## config.mk

```make
export PLATFORM = sky130hd
export DESIGN_NAME = ptts_dp
export DESIGN_NICKNAME = d
export VERILOG_FILES = /design/src/rtl/ptts_pkg.sv /design/src/rtl/ptts_dp.sv
export SDC_FILE = /design/constraint.sdc
export NUM_CORES = 1
export LEC_CHECK = 0
export ABC_AREA = 0
export BUFFER_PORTS_ARGS = -buffer_cell sky130_fd_sc_hd__buf_2
export CAP_MARGIN = 5
export CORE_UTILIZATION = 44
export CTS_BUF_LIST = sky130_fd_sc_hd__clkbuf_16
export CTS_CLUSTER_SIZE = 24
export DETAILED_ROUTE_END_ITERATION = 8
export SYNTH_ARGS = -nofsm -noshare
export SYNTH_HDL_FRONTEND = slang
export SYNTH_SLANG_ARGS = --single-unit
```

## constraint.sdc

```tcl
create_clock -name clock -period 9.9 [get_ports clock]
set_input_delay 1.485 -clock clock [delete_from_list [all_inputs] [get_ports clock]]
set_output_delay 1.485 -clock clock [all_outputs]
set_load 0.005 [all_outputs]
```

## src/rtl/ptts_pkg.sv

```systemverilog
// Package for the periodic task tick scheduler.
// Holds sizes, command codes and the controller/datapath link types.
// No dependencies.
package ptts_pkg;

   // Slot and time sizes
   localparam int MAX_SLOTS  = 8;
   localparam int TIME_WIDTH = 16;
   localparam int IDX_W      = (MAX_SLOTS > 1) ? $clog2(MAX_SLOTS) : 1;
   localparam int CNT_W      = $clog2(MAX_SLOTS + 1);

   // Field widths on the ports
   localparam int CMD_W   = 1;
   localparam int SLOT_W  = 3;
   localparam int WORK_W  = 16;
   localparam int TICK_W  = 32;
   localparam int ACT_W   = 4;

   // Request command codes
   localparam logic [CMD_W-1:0] CMD_LOAD = 1'b0;
   localparam logic [CMD_W-1:0] CMD_TICK = 1'b1;

   // Commands from the controller to the datapath
   typedef struct packed {
      logic load_wr;     // write one slot from the request
      logic tick_start;  // latch slot count, clear the search
      logic scan_step;   // release, compare and advance one slot
      logic charge;      // take one unit of work from the chosen slot
      logic out_load;    // fill the response register, bump the tick count
   } ctrl_cmd_type;

   // Status from the datapath to the controller
   typedef struct packed {
      logic scan_done;   // every active slot has been visited
   } dp_status_type;

endpackage

```

## src/rtl/ptts_dp.sv

```systemverilog
// Datapath of the periodic task tick scheduler: slot stores, EDF search, tick counter.
// Depends on ptts_pkg; commanded by ptts_ctrl through ctrl_cmd_type.
module ptts_dp import ptts_pkg::*; (
   input  logic              clock,
   input  logic              reset,
   input  ctrl_cmd_type      cmd,
   output dp_status_type     status,
   input  logic              csr_we,
   input  logic [ACT_W-1:0]  csr_wdata,
   input  logic [SLOT_W-1:0] req_task_slot,
   input  logic [WORK_W-1:0] req_work_units,
   input  logic [WORK_W-1:0] req_release_period,
   output logic [TICK_W-1:0] rsp_tick_number,
   output logic [SLOT_W-1:0] rsp_chosen_slot,
   output logic              rsp_idle
);

   // Slot stores, undefined until loaded
   logic [TIME_WIDTH-1:0] exec_ff     [MAX_SLOTS];
   logic [TIME_WIDTH-1:0] period_ff   [MAX_SLOTS];
   logic [TIME_WIDTH-1:0] remain_ff   [MAX_SLOTS];
   logic [TIME_WIDTH-1:0] dl_left_ff  [MAX_SLOTS];
   logic [TIME_WIDTH-1:0] phase_ff    [MAX_SLOTS];

   logic [ACT_W-1:0]      active_ff;
   logic [CNT_W-1:0]      limit_ff;
   logic [CNT_W-1:0]      idx_ff;
   logic                  found_ff;
   logic [IDX_W-1:0]      best_ff;
   logic [TIME_WIDTH-1:0] best_dl_ff;
   logic [TICK_W-1:0]     tick_ff;
   logic [TICK_W-1:0]     out_tick_ff;
   logic [SLOT_W-1:0]     out_slot_ff;
   logic                  out_idle_ff;

   logic [CNT_W-1:0]      limit_in;
   logic [IDX_W-1:0]      load_idx;
   logic                  load_ok;
   logic [IDX_W-1:0]      scan_idx;
   logic                  released;
   logic [TIME_WIDTH-1:0] dl_rel;
   logic [TIME_WIDTH-1:0] rem_rel;
   logic                  pick;
   logic [TIME_WIDTH:0]   phase_inc;
   logic [TIME_WIDTH-1:0] phase_next;
   logic [TIME_WIDTH-1:0] dl_next;

   // Clamp the active slot count to the number of slots
   assign limit_in = (int'(active_ff) > MAX_SLOTS) ? CNT_W'(MAX_SLOTS) : CNT_W'(active_ff);
   assign status.scan_done = (idx_ff == limit_ff);

   assign load_idx = req_task_slot[IDX_W-1:0];
   assign load_ok  = (int'(req_task_slot) < MAX_SLOTS);

   // Release, compare and advance the slot under the scan index
   assign scan_idx   = idx_ff[IDX_W-1:0];
   assign released   = (phase_ff[scan_idx] == '0);
   assign dl_rel     = released ? period_ff[scan_idx] : dl_left_ff[scan_idx];
   assign rem_rel    = (released && remain_ff[scan_idx] == '0) ? exec_ff[scan_idx]
                                                               : remain_ff[scan_idx];
   assign pick       = (rem_rel != '0) && (!found_ff || dl_rel <= best_dl_ff);
   assign phase_inc  = {1'b0, phase_ff[scan_idx]} + (TIME_WIDTH+1)'(1);
   assign phase_next = (phase_inc >= {1'b0, period_ff[scan_idx]}) ? '0
                                                                  : phase_inc[TIME_WIDTH-1:0];
   assign dl_next    = (dl_rel != '0) ? dl_rel - TIME_WIDTH'(1) : '0;

   // Slot stores
   always_ff @(posedge clock) begin
      if (cmd.load_wr && load_ok) begin
         exec_ff[load_idx]    <= req_work_units[TIME_WIDTH-1:0];
         period_ff[load_idx]  <= req_release_period[TIME_WIDTH-1:0];
         remain_ff[load_idx]  <= req_work_units[TIME_WIDTH-1:0];
         phase_ff[load_idx]   <= '0;
         dl_left_ff[load_idx] <= req_release_period[TIME_WIDTH-1:0];
      end else if (cmd.scan_step) begin
         remain_ff[scan_idx]  <= rem_rel;
         phase_ff[scan_idx]   <= phase_next;
         dl_left_ff[scan_idx] <= dl_next;
      end else if (cmd.charge && found_ff) begin
         remain_ff[best_ff]   <= remain_ff[best_ff] - TIME_WIDTH'(1);
      end
   end

   // Search state and counters
   always_ff @(posedge clock) begin
      if (reset) begin
         active_ff  <= '0;
         limit_ff   <= '0;
         idx_ff     <= '0;
         found_ff   <= 1'b0;
         best_ff    <= '0;
         best_dl_ff <= '0;
         tick_ff    <= '0;
      end else begin
         if (csr_we) begin
            active_ff <= csr_wdata;
         end
         if (cmd.tick_start) begin
            limit_ff <= limit_in;
            idx_ff   <= '0;
            found_ff <= 1'b0;
            best_ff  <= '0;
         end else if (cmd.scan_step) begin
            idx_ff <= idx_ff + CNT_W'(1);
            if (pick) begin
               found_ff   <= 1'b1;
               best_ff    <= scan_idx;
               best_dl_ff <= dl_rel;
            end
         end
         if (cmd.out_load) begin
            tick_ff <= tick_ff + TICK_W'(1);
         end
      end
   end

   // Response register
   always_ff @(posedge clock) begin
      if (cmd.out_load) begin
         out_tick_ff <= tick_ff;
         out_slot_ff <= found_ff ? SLOT_W'(best_ff) : '0;
         out_idle_ff <= !found_ff;
      end
   end

   assign rsp_tick_number = out_tick_ff;
   assign rsp_chosen_slot = out_slot_ff;
   assign rsp_idle        = out_idle_ff;

   a_idx_in_range: assert property (@(posedge clock) disable iff (reset)
      idx_ff <= limit_ff)
      else $error("scan index past the active slot count");

   a_limit_clamped: assert property (@(posedge clock) disable iff (reset)
      int'(limit_ff) <= MAX_SLOTS)
      else $error("active slot count not clamped");

   a_best_scanned: assert property (@(posedge clock) disable iff (reset)
      found_ff |-> (CNT_W'(best_ff) < idx_ff))
      else $error("chosen slot was not scanned");

endmodule

```

==> qor.log <==
INFO  cts            postCtsSetupRepairBufs=0
INFO  synth          postSynthNetCount=1968
INFO  setup_path     worstRegToRegCells=17
INFO  route          wl_per_cell=25.4um
INFO  job            drv_cap=0
INFO  synth          synth_top_area_share=63.0%
INFO  global_route   grt_pass1_vias=18200
INFO  setup_path     worstSetupEndpointType=register
INFO  timing         fin_skew=45.3ps
INFO  cts            tritoncts.num_buffers=79
INFO  setup_path     path_cells=buf_4 -> mux4_2 -> mux2i_1 -> and3_1 -> nand3_1 -> or4_1 -> mux2i_1 -> ha_1 -> nand2_1 -> nor3_1 -> nand3_1 -> nor2_1 -> mux2_1 -> o31ai_2 -> buf_4 -> nor2_2 -> o31ai_1
INFO  timing         layout_min_cycle_time=6680ps
INFO  route          wl_met1=33000um
INFO  min_path       min_to=rsp_tick_number[31]
INFO  placed_design  place_congestion=0.944
INFO  synth          syn_inst=1884
INFO  cts            clock_path_buffers=3
INFO  cts            insertion_delay_of_the_later_clocked_pin_in_the_worst_skew_pair=640ps
INFO  synth          synth.top_cells.by_area=sky130_fd_sc_hd__edfxtp_1 (63%), sky130_fd_sc_hd__mux4_2 (13%), sky130_fd_sc_hd__dfxtp_1 (4.4%)
INFO  setup_path     critPathMaxFanout=39
INFO  synth          async_reset_ff_share=0%
INFO  die            floorplan.die.width=273um
INFO  global_route   global_route.overflow_total=0
INFO  status         run_status=finished clean
INFO  cts            clock_pin_slew_on_the_worst_setup_and_hold_paths=60ps
INFO  route          route.vias.total=17700
INFO  timing         setup_tns=0ps
INFO  route          vias_per_cell=5.87
INFO  synth          netlist-cell-type-count=66
INFO  timing         maxClockFrequency=150MHz
INFO  synth          synth.yosys.seq_area_share=67.4%
INFO  route          dr.max_layer_used=met5
INFO  synth          yosys-mux-area-fraction=17.6%
INFO  synth          post_synthesis_adder_cell_area_fraction=1.44%
INFO  die            floorplan.die_area=0.0743mm2
INFO  synth          post_synth.cell_area_avg=17.1um2
INFO  placed_design  dp_hpwl=47500um
INFO  die            core_region_area=0.0720mm2
INFO  power_and_ir_drop power.density=192mW/mm2
INFO  cts            clock-sinks=746
INFO  synth          synth_top_flop_cell=sky130_fd_sc_hd__edfxtp_1
INFO  setup_path     worst_path_largest_cell_delay=880ps
INFO  placed_design  numPortBuffers=83
INFO  route          drt-pass1-iter-count=5
INFO  final_layout   synthToLayoutAreaGrowth=12.9%
INFO  synth          synth-compound-area-share=3.27%
INFO  timing         hold_slack=458ps
INFO  route          met2_wirelength=37100um
INFO  setup_path     timing.critical_path.required=10420ps
INFO  synth          mapped_area=0.0322mm2
INFO  synth          synth_edf_count=676
INFO  timing         worst-slew-pin-transition=1050ps
INFO  die            initial_util=44.8%
INFO  synth          yosys.area.top_type=sky130_fd_sc_hd__edfxtp_1
INFO  synth          synth-seq-cells=746
INFO  die            pin_count=84
INFO  cts            post_cts.resized_instances=0
INFO  final_layout   finish.net_count=2082
INFO  min_path       hold_start=tick_ff[31]
INFO  synth          synth-simple-area-share=6.46%
INFO  cts            clock_tree.htree_level_count=3
INFO  final_layout   n_fill_cell=5772
INFO  synth          synthXorXnorAreaFrac=1.93%
INFO  synth          dominant_combinational_cell_family_by_area_after_synthesis=multiplexers
INFO  cts            clock_tree.root_cell=sky130_fd_sc_hd__clkbuf_16
INFO  timing         max_slew_margin=28.0%
INFO  timing         timing.final.setup_violations=0
INFO  setup_path     criticalPathCategory=reg2reg
INFO  min_path       worst_hold_path_cells=0
INFO  timing         finalHoldViolations=0
INFO  die            placementRows=98
INFO  setup_path     setup.worst_path.start_class=register
INFO  setup_path     crit_slowest_cell=sky130_fd_sc_hd__or4_1
INFO  route          met3_length=4420um
INFO  route          drt_iter0_markers=1777
INFO  power_and_ir_drop p_leak=0.0117uW
INFO  setup_path     worst_reg2reg_setup_slack=3220ps
INFO  global_route   grt_usage=20.9%
INFO  route          drcViolationCount=0
INFO  timing         min_period_over_period=67.5%
INFO  cts            cts_tree=done
INFO  timing         unrepaired_setup_endpoints_after_global_routing=no
INFO  setup_path     cpLargestDelayFamily=multiplexers
INFO  die            chipHeight=273um
INFO  synth          yosys_warnings=0
INFO  setup_path     cp.arrival=7210ps
INFO  route          ant_nets=0
INFO  global_route   first_pass_grt_wire_length=116000um
INFO  setup_path     critical_path.reg2reg.endpoint=best_dl_ff[15]
INFO  setup_path     critical_path.n_buffers_inverters=2
INFO  final_layout   post_route_cells_drive_above_1_share=24.1%
INFO  min_path       timing.hold.worst.class=reg2reg
INFO  timing         final_max_slew_viol_count=0
INFO  global_route   number_of_antenna_violations_at_the_first_check_in_global_routing=7
INFO  power_and_ir_drop vdd.ir_drop.worst=133uV
INFO  cts            ctsHoldBuffers=0
INFO  route          routed_wirelength=76600um
INFO  global_route   grt_start_max_net_pins=83
per-stage QoR:
stage          cells  instance area, um2  setup WS, ps  power [uW]  util [%]
2_1_floorplan   1884               32200          3790        3970         -
3_3_place_gp    2867               33900          3310        4140      47.0
3_5_place_dp    2867               33900          3180        4150      47.0
4_1_cts         3008               36400          3170        7040      50.5
5_1_grt         3009               36400          2720        7200      50.5
6_report        3010               36400          3220        6980      50.5
worst max-delay path by stage:
stage | endpoint | cells after the start
after global routing | best_dl_ff[12] | 17
after floorplan | best_dl_ff[6] | 28
after detailed placement | best_dl_ff[11] | 17
after global placement | best_dl_ff[14] | 17
final | best_dl_ff[15] | 17
after CTS | best_dl_ff[15] | 17
power breakdown:
group	internal (uW)	total (uW)	switching [uW]	leakage [uW]
Clock	1680	2890	1210	0.00126
Sequential	3570	3600	35.9	0.00683
Combinational	176	481	305	0.00364
cells by family after synthesis:
| family | after synthesis |
|---|---|
| buffers and inverters | 134 |
| multiplexers | 330 |
| AO/OA/AOI/OAI | 165 |
| flip-flops | 746 |
| AND/OR/NAND/NOR | 401 |
| XOR/XNOR | 71 |
| adder cells (fa/ha/maj) | 37 |
flip-flops by register name, summed over array words and instances (netlist names), 4 cells and up, named ones only:
register / flops
idx_ff: 4
rsp_tick_number: 32
tick_ff: 32
exec_ff: 128
period_ff: 128
remain_ff: 128
phase_ff: 128
limit_ff: 4
dl_left_ff: 128
best_dl_ff: 16
active_ff: 4
cells in the final DEF (no fill, tap or decap), types with 24 or more instances in the layout:
cell	count
sky130_fd_sc_hd__a21oi_1	34
sky130_fd_sc_hd__buf_2	83
sky130_fd_sc_hd__buf_4	41
sky130_fd_sc_hd__clkbuf_16	80
sky130_fd_sc_hd__dfxtp_1	66
sky130_fd_sc_hd__edfxtp_1	676
sky130_fd_sc_hd__ha_1	37
sky130_fd_sc_hd__inv_1	52
sky130_fd_sc_hd__mux2_2	27
sky130_fd_sc_hd__mux2i_1	115
sky130_fd_sc_hd__mux4_2	186
sky130_fd_sc_hd__nand2_1	73
sky130_fd_sc_hd__nand3_1	24
sky130_fd_sc_hd__nor2_1	101
sky130_fd_sc_hd__nor3_1	30
sky130_fd_sc_hd__o21ai_0	50
sky130_fd_sc_hd__xnor2_1	36
sky130_fd_sc_hd__xor2_1	35
final cells by class:
| class | instances | area, um2 | area share [%] |
|---|---|---|---|
| inverter | 42 | 158 | 0.433 |
| clock buffer | 80 | 2000 | 5.50 |
| multi-input combinational | 1004 | 10000 | 27.6 |
| timing repair buffer | 125 | 743 | 2.04 |
| clock inverter | 61 | 519 | 1.43 |
| antenna | 2 | 5.00 | 0.0138 |
| sequential | 746 | 21700 | 59.7 |
| tap | 950 | 1190 | 3.27 |
routing by layer:
metal	GRT usage (%)	vias up
met3	3.71	133
met4	6.08	10
li1	-	7764
met2	34.0	575
met1	28.9	9200
met5	0	-
synth_stat cells (35+ instances only):
| cell type | number |
|---|---|
| sky130_fd_sc_hd__edfxtp_1 | 676 |
| sky130_fd_sc_hd__dfxtp_1 | 70 |
| sky130_fd_sc_hd__o21ai_0 | 50 |
| sky130_fd_sc_hd__xnor2_1 | 36 |
| sky130_fd_sc_hd__buf_2 | 35 |
| sky130_fd_sc_hd__ha_1 | 37 |
| sky130_fd_sc_hd__nor3_1 | 42 |
| sky130_fd_sc_hd__nand2_1 | 73 |
| sky130_fd_sc_hd__nor2_1 | 113 |
| sky130_fd_sc_hd__xor2_1 | 35 |
| sky130_fd_sc_hd__mux2i_1 | 115 |
| sky130_fd_sc_hd__inv_1 | 41 |
| sky130_fd_sc_hd__mux4_2 | 186 |
No activity file was read; power rests on OpenSTA's default activity.
