<file path="config.mk">
export PLATFORM = sky130hd
export DESIGN_NAME = ptts_ctrl
export DESIGN_NICKNAME = d
export VERILOG_FILES = /design/src/rtl/ptts_pkg.sv /design/src/rtl/ptts_ctrl.sv
export SDC_FILE = /design/constraint.sdc
export NUM_CORES = 1
export LEC_CHECK = 0
export ABC_AREA = 0
export BUFFER_PORTS_ARGS = -buffer_cell sky130_fd_sc_hd__buf_2
export CELL_PAD_IN_SITES_DETAIL_PLACEMENT = 0
export CELL_PAD_IN_SITES_GLOBAL_PLACEMENT = 1
export CORE_AREA = 2 2 39 41
export CTS_CLUSTER_DIAMETER = 80
export CTS_CLUSTER_SIZE = 30
export DETAILED_ROUTE_END_ITERATION = 10
export DIE_AREA = 0 0 41 43
export GPL_TIMING_DRIVEN = 0
export HOLD_SLACK_MARGIN = 0.02
export PLACE_DENSITY = 0.55
export SLEW_MARGIN = 40
export SYNTH_ARGS = -nofsm -noshare
export SYNTH_HDL_FRONTEND = slang
export SYNTH_SLANG_ARGS = --single-unit
</file>
<file path="constraint.sdc">
create_clock -name clock -period 1.8 [get_ports clock]
set_clock_uncertainty 0.05 [all_clocks]
set_input_delay 0.36 -clock clock [delete_from_list [all_inputs] [get_ports clock]]
set_output_delay 0.36 -clock clock [all_outputs]
set_load 0.02 [all_outputs]
</file>
<file path="src/rtl/ptts_pkg.sv">
// Package for the periodic task tick scheduler.
// Holds sizes, command codes and the controller/datapath link types.
// No dependencies.
package ptts_pkg;

   // Slot and time sizes
   localparam int MAX_SLOTS  = 8;
   localparam int TIME_WIDTH = 16;
   localparam int IDX_W      = (MAX_SLOTS > 1) ? $clog2(MAX_SLOTS) : 1;
   localparam int CNT_W      = $clog2(MAX_SLOTS + 1);

   // Field widths on the ports
   localparam int CMD_W   = 1;
   localparam int SLOT_W  = 3;
   localparam int WORK_W  = 16;
   localparam int TICK_W  = 32;
   localparam int ACT_W   = 4;

   // Request command codes
   localparam logic [CMD_W-1:0] CMD_LOAD = 1'b0;
   localparam logic [CMD_W-1:0] CMD_TICK = 1'b1;

   // Commands from the controller to the datapath
   typedef struct packed {
      logic load_wr;     // write one slot from the request
      logic tick_start;  // latch slot count, clear the search
      logic scan_step;   // release, compare and advance one slot
      logic charge;      // take one unit of work from the chosen slot
      logic out_load;    // fill the response register, bump the tick count
   } ctrl_cmd_type;

   // Status from the datapath to the controller
   typedef struct packed {
      logic scan_done;   // every active slot has been visited
   } dp_status_type;

endpackage

</file>
<file path="src/rtl/ptts_ctrl.sv">
// Controller of the periodic task tick scheduler: sequences load and tick transfers.
// Depends on ptts_pkg; drives the datapath through ctrl_cmd_type.
module ptts_ctrl import ptts_pkg::*; (
   input  logic             clock,
   input  logic             reset,
   input  logic             req_valid,
   input  logic [CMD_W-1:0] req_cmd,
   output logic             req_ready,
   output logic             rsp_valid,
   input  logic             rsp_ready,
   input  dp_status_type    status,
   output ctrl_cmd_type     cmd
);

   localparam int STATE_W = 2;
   localparam logic [STATE_W-1:0] ST_IDLE   = 2'd0;
   localparam logic [STATE_W-1:0] ST_SCAN   = 2'd1;
   localparam logic [STATE_W-1:0] ST_CHARGE = 2'd2;
   localparam logic [STATE_W-1:0] ST_OUT    = 2'd3;

   logic [STATE_W-1:0] state_ff, state_in;
   logic               rsp_valid_ff, rsp_valid_in;
   logic               req_xfer;
   logic               rsp_free;

   assign req_ready = (state_ff == ST_IDLE);
   assign req_xfer  = req_valid && req_ready;
   assign rsp_free  = !rsp_valid_ff || rsp_ready;
   assign rsp_valid = rsp_valid_ff;

   // Next state and datapath commands
   always_comb begin
      state_in     = state_ff;
      rsp_valid_in = rsp_valid_ff && !rsp_ready;
      cmd          = '0;
      case (state_ff)
         ST_IDLE: begin
            if (req_xfer) begin
               if (req_cmd == CMD_TICK) begin
                  cmd.tick_start = 1'b1;
                  state_in       = ST_SCAN;
               end else begin
                  cmd.load_wr = 1'b1;
               end
            end
         end
         ST_SCAN: begin
            if (status.scan_done) begin
               state_in = ST_CHARGE;
            end else begin
               cmd.scan_step = 1'b1;
            end
         end
         ST_CHARGE: begin
            cmd.charge = 1'b1;
            state_in   = ST_OUT;
         end
         ST_OUT: begin
            // hold until the response register is free
            if (rsp_free) begin
               cmd.out_load = 1'b1;
               rsp_valid_in = 1'b1;
               state_in     = ST_IDLE;
            end
         end
         default: begin
            state_in = ST_IDLE;
         end
      endcase
   end

   always_ff @(posedge clock) begin
      if (reset) begin
         state_ff     <= ST_IDLE;
         rsp_valid_ff <= 1'b0;
      end else begin
         state_ff     <= state_in;
         rsp_valid_ff <= rsp_valid_in;
      end
   end

   // A tick transfer always starts a scan
   a_tick_starts_scan: assert property (@(posedge clock) disable iff (reset)
      (req_xfer && req_cmd == CMD_TICK) |=> (state_ff == ST_SCAN))
      else $error("tick transfer did not start a scan");

   // A new response never overwrites one still waiting
   a_out_when_free: assert property (@(posedge clock) disable iff (reset)
      cmd.out_load |-> rsp_free)
      else $error("response register overwritten");

endmodule

</file>
==> results.py, run 1 <==
metrics = {
    "clocking": {
        "clkTransAtPathRegs_ns": 0.04,
        "cts_resized": 0,
        "postCtsSetupBuffers": 0,
        "clockBufferDepth": 2,
        "cts_tree": "yes",
        "cts_hold_buffers": 0,
        "clk_latency_ns": 0.23,
        "cts_buffers": 3,
        "cts_root_buf": "clkbuf_4",
        "cts_max_level": 1,
        "clock-sinks": 3,
    },
    "power_and_ir_drop": {
        "pwr-share-comb_pct": 53.2,
        "clockPowerShare_pct": 24.7,
        "power_switching_mw": 0.208,
        "seqPwrFrac_pct": 22.1,
        "p_leak_nw": 0.184,
        "p_sw_share_pct": 43.3,
        "irDropWorstVdd_uv": 486,
        "powerDensity_nw_per_um2": 1400,
        "intPower_mw": 0.273,
    },
    "finish": {
        "area_delta_synth_final_pct": 45.0,
        "utilization_pct": 24.8,
        "drive_gt1_share_pct": 34.9,
        "antennaDiodeCount": 0,
        "fin_nets": 55,
        "stdcell_area_um2": 343,
    },
    "route": {
        "avgRoutedWirePerCell_um": 8.34,
        "routed_wl_um": 492,
        "ant_nets": 0,
        "via_per_inst": 3.88,
        "num_vias": 229,
        "first_pass_iters": 4,
        "drtIter0Drc": 5,
        "drc_errors": 0,
    },
    "hold_path": {
        "min_from": "reset",
        "hold_path_class": "primary input to register",
    },
    "floorplan": {
        "fp-row-count": 14,
        "initial_utilization_pct": 17.1,
        "core_area_um2": 1380,
        "io_pins": 13,
        "die_h_um": 43,
        "die_w_um": 41,
        "dieArea_um2": 1760,
    },
    "sta": {
        "slew-limit-headroom_pct": 78.1,
        "period_share_pct": 91.0,
        "worst_pin_slew_ns": 0.326,
        "finalSetupTns_ns": 0,
        "setup_violations": 0,
        "timing.fmax_mhz": 610,
        "final_hold_viol_count": 0,
        "timing.final.crit_period_ns": 1.64,
        "drv_slew": 0,
        "rsz0062_at_grt": "no",
    },
    "run": {
        "max_cap_viol_count": 0,
    },
    "logic_synthesis": {
        "yosys-top-cells-area": "ha_1 26%, dfxtp_1 25%, a21boi_0 6.3%",
        "ys_seq_area_share_pct": 25.4,
        "syn_area_per_cell_um2": 8.76,
        "yosys.area.top_type": "ha_1",
        "yosysWarnings": 0,
        "yosysUniqueCellTypes": 16,
        "syn_nets": 38,
        "synth_cells": 27,
        "synth_area_um2": 236,
        "ys_ff_latch": 3,
        "yosys.area.top_type_share_pct": 26.5,
    },
    "placement": {
        "gp_congestion": 0.596,
        "placed_area_um2": 317,
        "portBuffers": 12,
    },
    "worst_setup_path": {
        "worstPathMaxFanout": 4,
        "startpoint": "state_ff[1]",
        "crit_end": "cmd[3]",
        "setup.worst_path.start_class": "register",
        "cp_data_arrival_time_ns": 1.23,
        "r2r_cells": 5,
        "r2r_start": "state_ff[1]",
        "worstReg2RegEnd": "state_ff[0]",
        "crit_path_end_kind": "primary output",
        "rrSetupSlack_ns": 0.21,
        "criticalPathCategory": "register to primary output",
        "required_ns": 1.39,
    },
    "global_routing": {
        "grt_overflow": 0,
        "antenna_found_initial": 0,
        "track_usage_pct": 6.12,
        "grt_max_degree": 6,
        "grt_first_pass_wirelength_um": 662,
        "first_global_vias": 178,
    },
    "status": {
        "status": "finished clean",
    },
}
cell families after synthesis:
kind of cell / share of synthesized area (%)
AO/OA/AOI/OAI: 14.8
AND/OR/NAND/NOR: 24.3
adder cells (fa/ha/maj): 26.5
buffers and inverters: 4.76
multiplexers: 4.23
flip-flops: 25.4
worst min-delay path by stage:
stage	endpoint	slack, ns	depth (start not counted)
2_1_floorplan	rsp_valid	0.38	1
6_report	rsp_valid	0.30	2
4_1_cts	rsp_valid	0.28	2
3_5_place_dp	state_ff[1]	0.48	2
5_1_grt	rsp_valid	0.29	2
3_3_place_gp	state_ff[1]	0.46	2
worst max-delay path: stages (launching register included):
cell and delay (ns):
dfxtp_1 0.38, inv_1 0.10, ha_1 0.22, and3_1 0.14, buf_2 0.15
synth_stat cells, drive strengths merged:
library cell,number
nor2,2
o21bai,1
a21oi,1
a21boi,2
and3,1
nand2b,2
nand2,1
and3b,1
o31ai,1
ha,5
nor2b,1
mux2i,1
dfxtp,3
or4,1
nor3,1
inv,3
layer usage:
layer / vias to the layer above / part of all wire, % / global-route usage, %
li1: 123 / - / -
met1: 92 / 49 / 7.37
met2: 14 / 38 / 6.88
met3: 0 / 13 / 2.09
met4: 0 / 0 / 8.00
met5: - / 0 / 0
metrics by stage:
step	setup WS [ns]	power (mW)	hold WS (ns)	instances
final	0.161	0.480	0.300	59
after global routing	0.0877	0.530	0.292	59
after CTS	0.152	0.493	0.281	59
after detailed placement	0.217	0.366	0.476	55
after global placement	0.219	0.365	0.462	55
after floorplan	0.234	0.297	0.382	27
area by class of cell:
class	count	area (um^2)
flip-flops and latches	3	60.1
clock buffers	4	26.3
well taps	16	20.0
fillers	152	1040
repair buffers	12	60.1
multi-input cells	21	165
inverters	3	11.3
power by group through the flow:
stage	Sequential [mW]	Combinational [mW]	Clock [mW]
final	0.106	0.256	0.119
after global routing	0.109	0.289	0.131
after CTS	0.106	0.260	0.127
after detailed placement	0.107	0.259	0
after global placement	0.108	0.257	0
after floorplan	0.105	0.192	0
registers in the layout, indices dropped and copies added, names as in the netlist:
signal     flops
state_ff       2
rsp_valid      1
layout by cell type, fill, tap and decap left out:
cell | synthesis | final
nand2_1 | 1 | 1
nor2_1 | 2 | 2
mux2i_1 | 1 | 1
dfxtp_1 | 3 | 3
nor3_1 | 1 | 1
nor2b_1 | 1 | 1
and3b_1 | 1 | 1
clkbuf_4 | 0 | 3
ha_1 | 5 | 5
a21boi_0 | 2 | 2
or4_1 | 1 | 1
inv_1 | 3 | 3
a21oi_1 | 1 | 1
o21bai_1 | 1 | 1
nand2b_1 | 2 | 2
clkbuf_1 | 0 | 1
o31ai_1 | 1 | 1
and3_1 | 1 | 1
buf_2 | 0 | 12
No activity file was read; power rests on OpenSTA's default activity.
==> run 2, diff against run 1 <==
--- a/config.mk
+++ b/config.mk
@@ -8,2 +8,3 @@
 export ABC_AREA = 0
+export ABC_CLOCK_PERIOD_IN_PS = 1800
 export BUFFER_PORTS_ARGS = -buffer_cell sky130_fd_sc_hd__buf_2
==> constraint.sdc (replaced) <==
create_clock -name clock -period 1.8 [get_ports clock]
set_clock_uncertainty 0.05 [all_clocks]
set_input_delay 0.45 -clock clock [delete_from_list [all_inputs] [get_ports clock]]
set_output_delay 0.45 -clock clock [all_outputs]
set_load 0.02 [all_outputs]
==> run 2 against run 1 <==
  * Worst hold slack better by 0.086 ns
  * Non-clock buffer count stayed put
  * Via count unchanged
  * Worst setup slack worse by 0.054 ns
  * Critical path type unchanged
  * Combinational power up 2%
  * First-iteration DRC count did not move
  * Maximum frequency down 3.2%
  * Power up 0.96%
  * Highest routed layer unchanged
==> results.py, run 2 (synthesized netlist as in run 1, its figures left out) <==
metrics = {
    "sta": {
        "finalSetupTns_ns": 0,
        "timing.fmax_mhz": 591,
        "slew-limit-headroom_pct": 77.6,
        "period_share_pct": 94.0,
        "setup_violations": 0,
        "final_hold_viol_count": 0,
        "rsz0062_at_grt": "no",
        "worst_pin_slew_ns": 0.334,
        "drv_slew": 0,
        "timing.final.crit_period_ns": 1.69,
    },
    "clocking": {
        "clkTransAtPathRegs_ns": 0.04,
        "cts_buffers": 3,
        "clk_latency_ns": 0.23,
        "cts_tree": "yes",
        "cts_root_buf": "clkbuf_4",
        "clockBufferDepth": 2,
        "cts_max_level": 1,
        "clock-sinks": 3,
    },
    "worst_setup_path": {
        "crit_path_end_kind": "primary output",
        "criticalPathCategory": "register to primary output",
        "cp_cell_sequence": "inv_1 -> ha_2 -> and3_1 -> buf_2",
        "setup.worst_path.start_class": "register",
        "worst_path_max_delay_cell": "dfxtp_1",
        "worstPathMaxFanout": 4,
        "cp_data_arrival_time_ns": 1.19,
        "required_ns": 1.30,
        "worst_path_largest_cell_delay_ns": 0.38,
    },
    "run": {
        "max_cap_viol_count": 0,
    },
    "route": {
        "num_vias": 229,
        "drtIter0Drc": 5,
        "drc_errors": 0,
        "first_pass_iters": 4,
        "ant_nets": 0,
        "avgRoutedWirePerCell_um": 8.36,
        "routed_wl_um": 493,
        "via_per_inst": 3.88,
    },
    "placement": {
        "placed_area_um2": 317,
        "gp_congestion": 0.596,
        "portBuffers": 12,
    },
    "hold_path": {
        "hold_path_class": "primary input to register",
    },
    "power_and_ir_drop": {
        "p_leak_nw": 0.183,
        "clockPowerShare_pct": 24.4,
        "pwr-share-comb_pct": 53.7,
        "p_sw_share_pct": 43.1,
        "intPower_mw": 0.276,
        "power_switching_mw": 0.209,
        "powerDensity_nw_per_um2": 1400,
        "irDropWorstVdd_uv": 490,
        "seqPwrFrac_pct": 21.9,
        "power_mw": 0.485,
    },
    "floorplan": {
        "dieArea_um2": 1760,
        "fp-row-count": 14,
        "die_h_um": 43,
        "io_pins": 13,
        "initial_utilization_pct": 17.1,
        "die_w_um": 41,
        "core_area_um2": 1380,
    },
    "finish": {
        "final_common_cell": "buf_2",
        "drive_gt1_share_pct": 37.2,
        "antennaDiodeCount": 0,
        "top_register": "state_ff",
        "largest_register_ffs": 2,
        "fin_nets": 55,
        "stdcell_area_um2": 345,
        "area_delta_synth_final_pct": 46.0,
        "final_cell_mix": "12 x buf_2, 4 x ha_1, 3 x inv_1, 3 x clkbuf_4, 3 x dfxtp_1",
    },
    "status": {
        "status": "finished clean",
    },
    "global_routing": {
        "antenna_found_initial": 0,
        "grt_max_degree": 6,
        "grt_first_pass_wirelength_um": 662,
        "first_global_vias": 178,
        "track_usage_pct": 6.12,
        "grt_overflow": 0,
    },
}
==> run 2: cell counts in the layout (fill, tap and decap cells not counted) <==
No cell type changed its count.
==> run 2: final cells by class <==
class | instances | area (um^2)
fillers | 153 | 1040
repair buffers | 12 | 60.1
flip-flops and latches | 3 | 60.1
multi-input cells | 21 | 168
clock buffers | 4 | 26.3
well taps | 16 | 20.0
inverters | 3 | 11.3
==> run 2: worst paths after layout <==
kind | from | end | slack, ns | cells after the start
worst min register to register | rsp_valid | rsp_valid | 0.48 | 2
worst max register to register | state_ff[1] | state_ff[0] | 0.24 | 5
worst min-delay path | reset | rsp_valid | 0.39 | 2
worst max-delay path | state_ff[1] | cmd[3] | 0.11 | 4
==> run 2: power groups by stage <==
| stage | Combinational, mW | Clock [mW] | Sequential (mW) |
|---|---|---|---|
| 6_report | 0.260 | 0.119 | 0.106 |
| 3_3_place_gp | 0.257 | 0 | 0.108 |
| 2_1_floorplan | 0.192 | 0 | 0.105 |
| 3_5_place_dp | 0.259 | 0 | 0.107 |
| 4_1_cts | 0.260 | 0.127 | 0.106 |
| 5_1_grt | 0.295 | 0.131 | 0.109 |
==> run 2: per-layer routing <==
| metal | vias up | track usage (%) | share of wire (%) |
|---|---|---|---|
| met5 | - | 0 | 0 |
| met4 | 0 | 8.00 | 0 |
| met3 | 0 | 2.09 | 12 |
| met2 | 12 | 6.88 | 39 |
| met1 | 93 | 7.37 | 49 |
| li1 | 124 | - | - |
==> run 2: stage by stage <==
step                setup slack, ns  hold slack (ns)  cells  utilization (%)
detailed placement            0.217            0.476     55             22.9
global route                 0.0126            0.382     59             25.0
finish                        0.108            0.386     59             25.0
global placement              0.219            0.462     55             22.9
floorplan                     0.219            0.431     27                -
CTS                          0.0616            0.371     59             24.8
==> run 2: worst max-delay path, delay by kind of cell (launching register included) <==
family	cells	cell delay, ns
flip-flops	1	0.38
adder cells (fa/ha/maj)	1	0.20
AND/OR/NAND/NOR	1	0.13
buffers and inverters	2	0.25
==> run 2: repair_timing <==
action | CTS | global route
setup buffers | 0 | 0
setup endpoints to repair | 0 | 1
resized for setup | 0 | 1
hold buffers | 0 | 0
hold endpoints to repair | 0 | 0
==> run 3, diff against run 2 <==
SETUP_SLACK_MARGIN = 0.3   (was unset)
==> run 3 against run 2 <==
  * Non-clock buffer count increased by 5
  * Critical path depth unchanged
  * Wire length increased by 32%
  * Global-route usage increased by 1.3 points
  * Sequential share of layout area decreased by 4.4 points
  * Die area unchanged
  * Combinational power increased by 93%
  * Utilization increased by 13 points
  * Via count increased by 13%
  * Worst hold slack improved by 0.041 ns
  * Maximum frequency increased by 7.5%
  * Final cell count increased by 8.5%
  * Largest power group unchanged
==> results.py, run 3 (synthesized netlist as in run 1, its figures left out) <==
metrics = {
    "global_routing": {
        "track_usage_pct": 7.43,
        "first_global_vias": 227,
        "grt_first_pass_wirelength_um": 821,
        "grt_max_degree": 6,
        "grt_overflow": 0,
        "antenna_found_initial": 0,
    },
    "route": {
        "num_vias": 259,
        "wl_met3_um": 37,
        "drc_errors": 0,
        "first_pass_iters": 1,
        "highest_layer": "met3",
        "drtIter0Drc": 0,
        "met1_length_um": 261,
        "via_per_inst": 4.05,
        "routed_wl_um": 652,
        "avgRoutedWirePerCell_um": 10.2,
        "ant_nets": 0,
        "wl_met2_um": 354,
    },
    "clocking": {
        "cts_max_level": 1,
        "clkTransAtPathRegs_ns": 0.04,
        "clk_latency_ns": 0.23,
        "cts_root_buf": "clkbuf_4",
        "cts_buffers": 3,
        "clockBufferDepth": 2,
        "cts_tree": "yes",
        "clock-sinks": 3,
    },
    "floorplan": {
        "fp-row-count": 14,
        "initial_utilization_pct": 17.1,
        "dieArea_um2": 1760,
        "die_h_um": 43,
        "core_area_um2": 1380,
        "die_w_um": 41,
        "io_pins": 13,
    },
    "placement": {
        "portBuffers": 12,
        "gp_congestion": 0.616,
        "hpwlAfterDp_um": 405,
    },
    "finish": {
        "largest_register_ffs": 2,
        "top_register": "state_ff",
        "fin_nets": 60,
        "final_common_cell": "buf_2",
        "area_delta_synth_final_pct": 120,
        "drive_gt1_share_pct": 75.0,
        "final_cell_mix": "7 x buf_2, 6 x buf_4, 4 x buf_6",
        "antennaDiodeCount": 0,
    },
    "sta": {
        "finalSetupTns_ns": 0,
        "slew-limit-headroom_pct": 77.9,
        "setup_violations": 0,
        "drv_slew": 0,
        "rsz0062_at_grt": "yes",
        "worst_pin_slew_ns": 0.331,
        "timing.final.crit_period_ns": 1.57,
        "timing.fmax_mhz": 635,
        "fin_hold_ws_ns": 0.427,
        "final_hold_viol_count": 0,
        "period_share_pct": 87.5,
    },
    "worst_setup_path": {
        "crit_path_end_kind": "primary output",
        "r2r_start": "state_ff[1]",
        "worstPathMaxFanout": 4,
        "setup.worst_path.start_class": "register",
        "criticalPathCategory": "register to primary output",
        "cp_data_arrival_time_ns": 1.07,
        "startpoint": "state_ff[1]",
        "required_ns": 1.30,
    },
    "hold_path": {
        "min_from": "reset",
        "hold_path_class": "primary input to register",
    },
    "status": {
        "status": "finished clean",
    },
    "power_and_ir_drop": {
        "irDropWorstVdd_uv": 537,
        "p_leak_nw": 0.225,
        "powerDensity_nw_per_um2": 1440,
    },
    "run": {
        "max_cap_viol_count": 0,
    },
}
[run 3: area by class of cell]
type,instances,area (um^2)
flip-flops and latches,3,67.6
inverters,3,16.3
fillers,146,863
multi-input cells,21,265
clock buffers,4,26.3
well taps,16,20.0
repair buffers,17,125
[run 3: path summary, 6_finish.rpt]
check / to / slack, ns / cells past startpoint
setup / recovery: cmd[3] / 0.23 / 4
hold / removal: rsp_valid / 0.43 / 2
setup reg to reg: state_ff[0] / 0.29 / 5
hold reg to reg: state_ff[1] / 0.48 / 2
[run 3: report_power, final]
group          leakage, nW  switching [mW]  internal (mW)
Sequential          0.0259          0.0353         0.0989
Combinational        0.184           0.239          0.263
Clock               0.0150          0.0331         0.0830
Total                0.225           0.307          0.445
[run 3: what timing repair did]
action                     4_1_cts  5_1_grt
buffers inserted                 3        2
hold buffers                     0        0
resized for setup               24       11
pin swaps                        2        4
setup endpoints to repair        7        7
[run 3: per-layer routing]
metal	vias to the layer above	GRT usage [%]
met2	11	10.6
met1	114	8.04
met5	-	0
met4	0	8.00
li1	134	-
met3	0	1.57
[run 3: worst max-delay path, stage by stage (launching register included)]
cell     delay (ns)
dfxtp_4        0.37
inv_4          0.05
ha_4           0.16
and3_4         0.14
buf_6          0.12
[run 3: metrics by stage]
step | setup WS, ns | total power [mW] | area, um^2 | util [%] | instances
6_report | 0.225 | 0.752 | 520 | 37.6 | 64
5_1_grt | 0.189 | 0.812 | 520 | 37.6 | 64
4_1_cts | 0.211 | 0.629 | 450 | 32.5 | 62
3_5_place_dp | 0.249 | 0.375 | 324 | 23.4 | 55
3_3_place_gp | 0.242 | 0.374 | 324 | 23.4 | 55
2_1_floorplan | 0.309 | 0.307 | 244 | - | 27
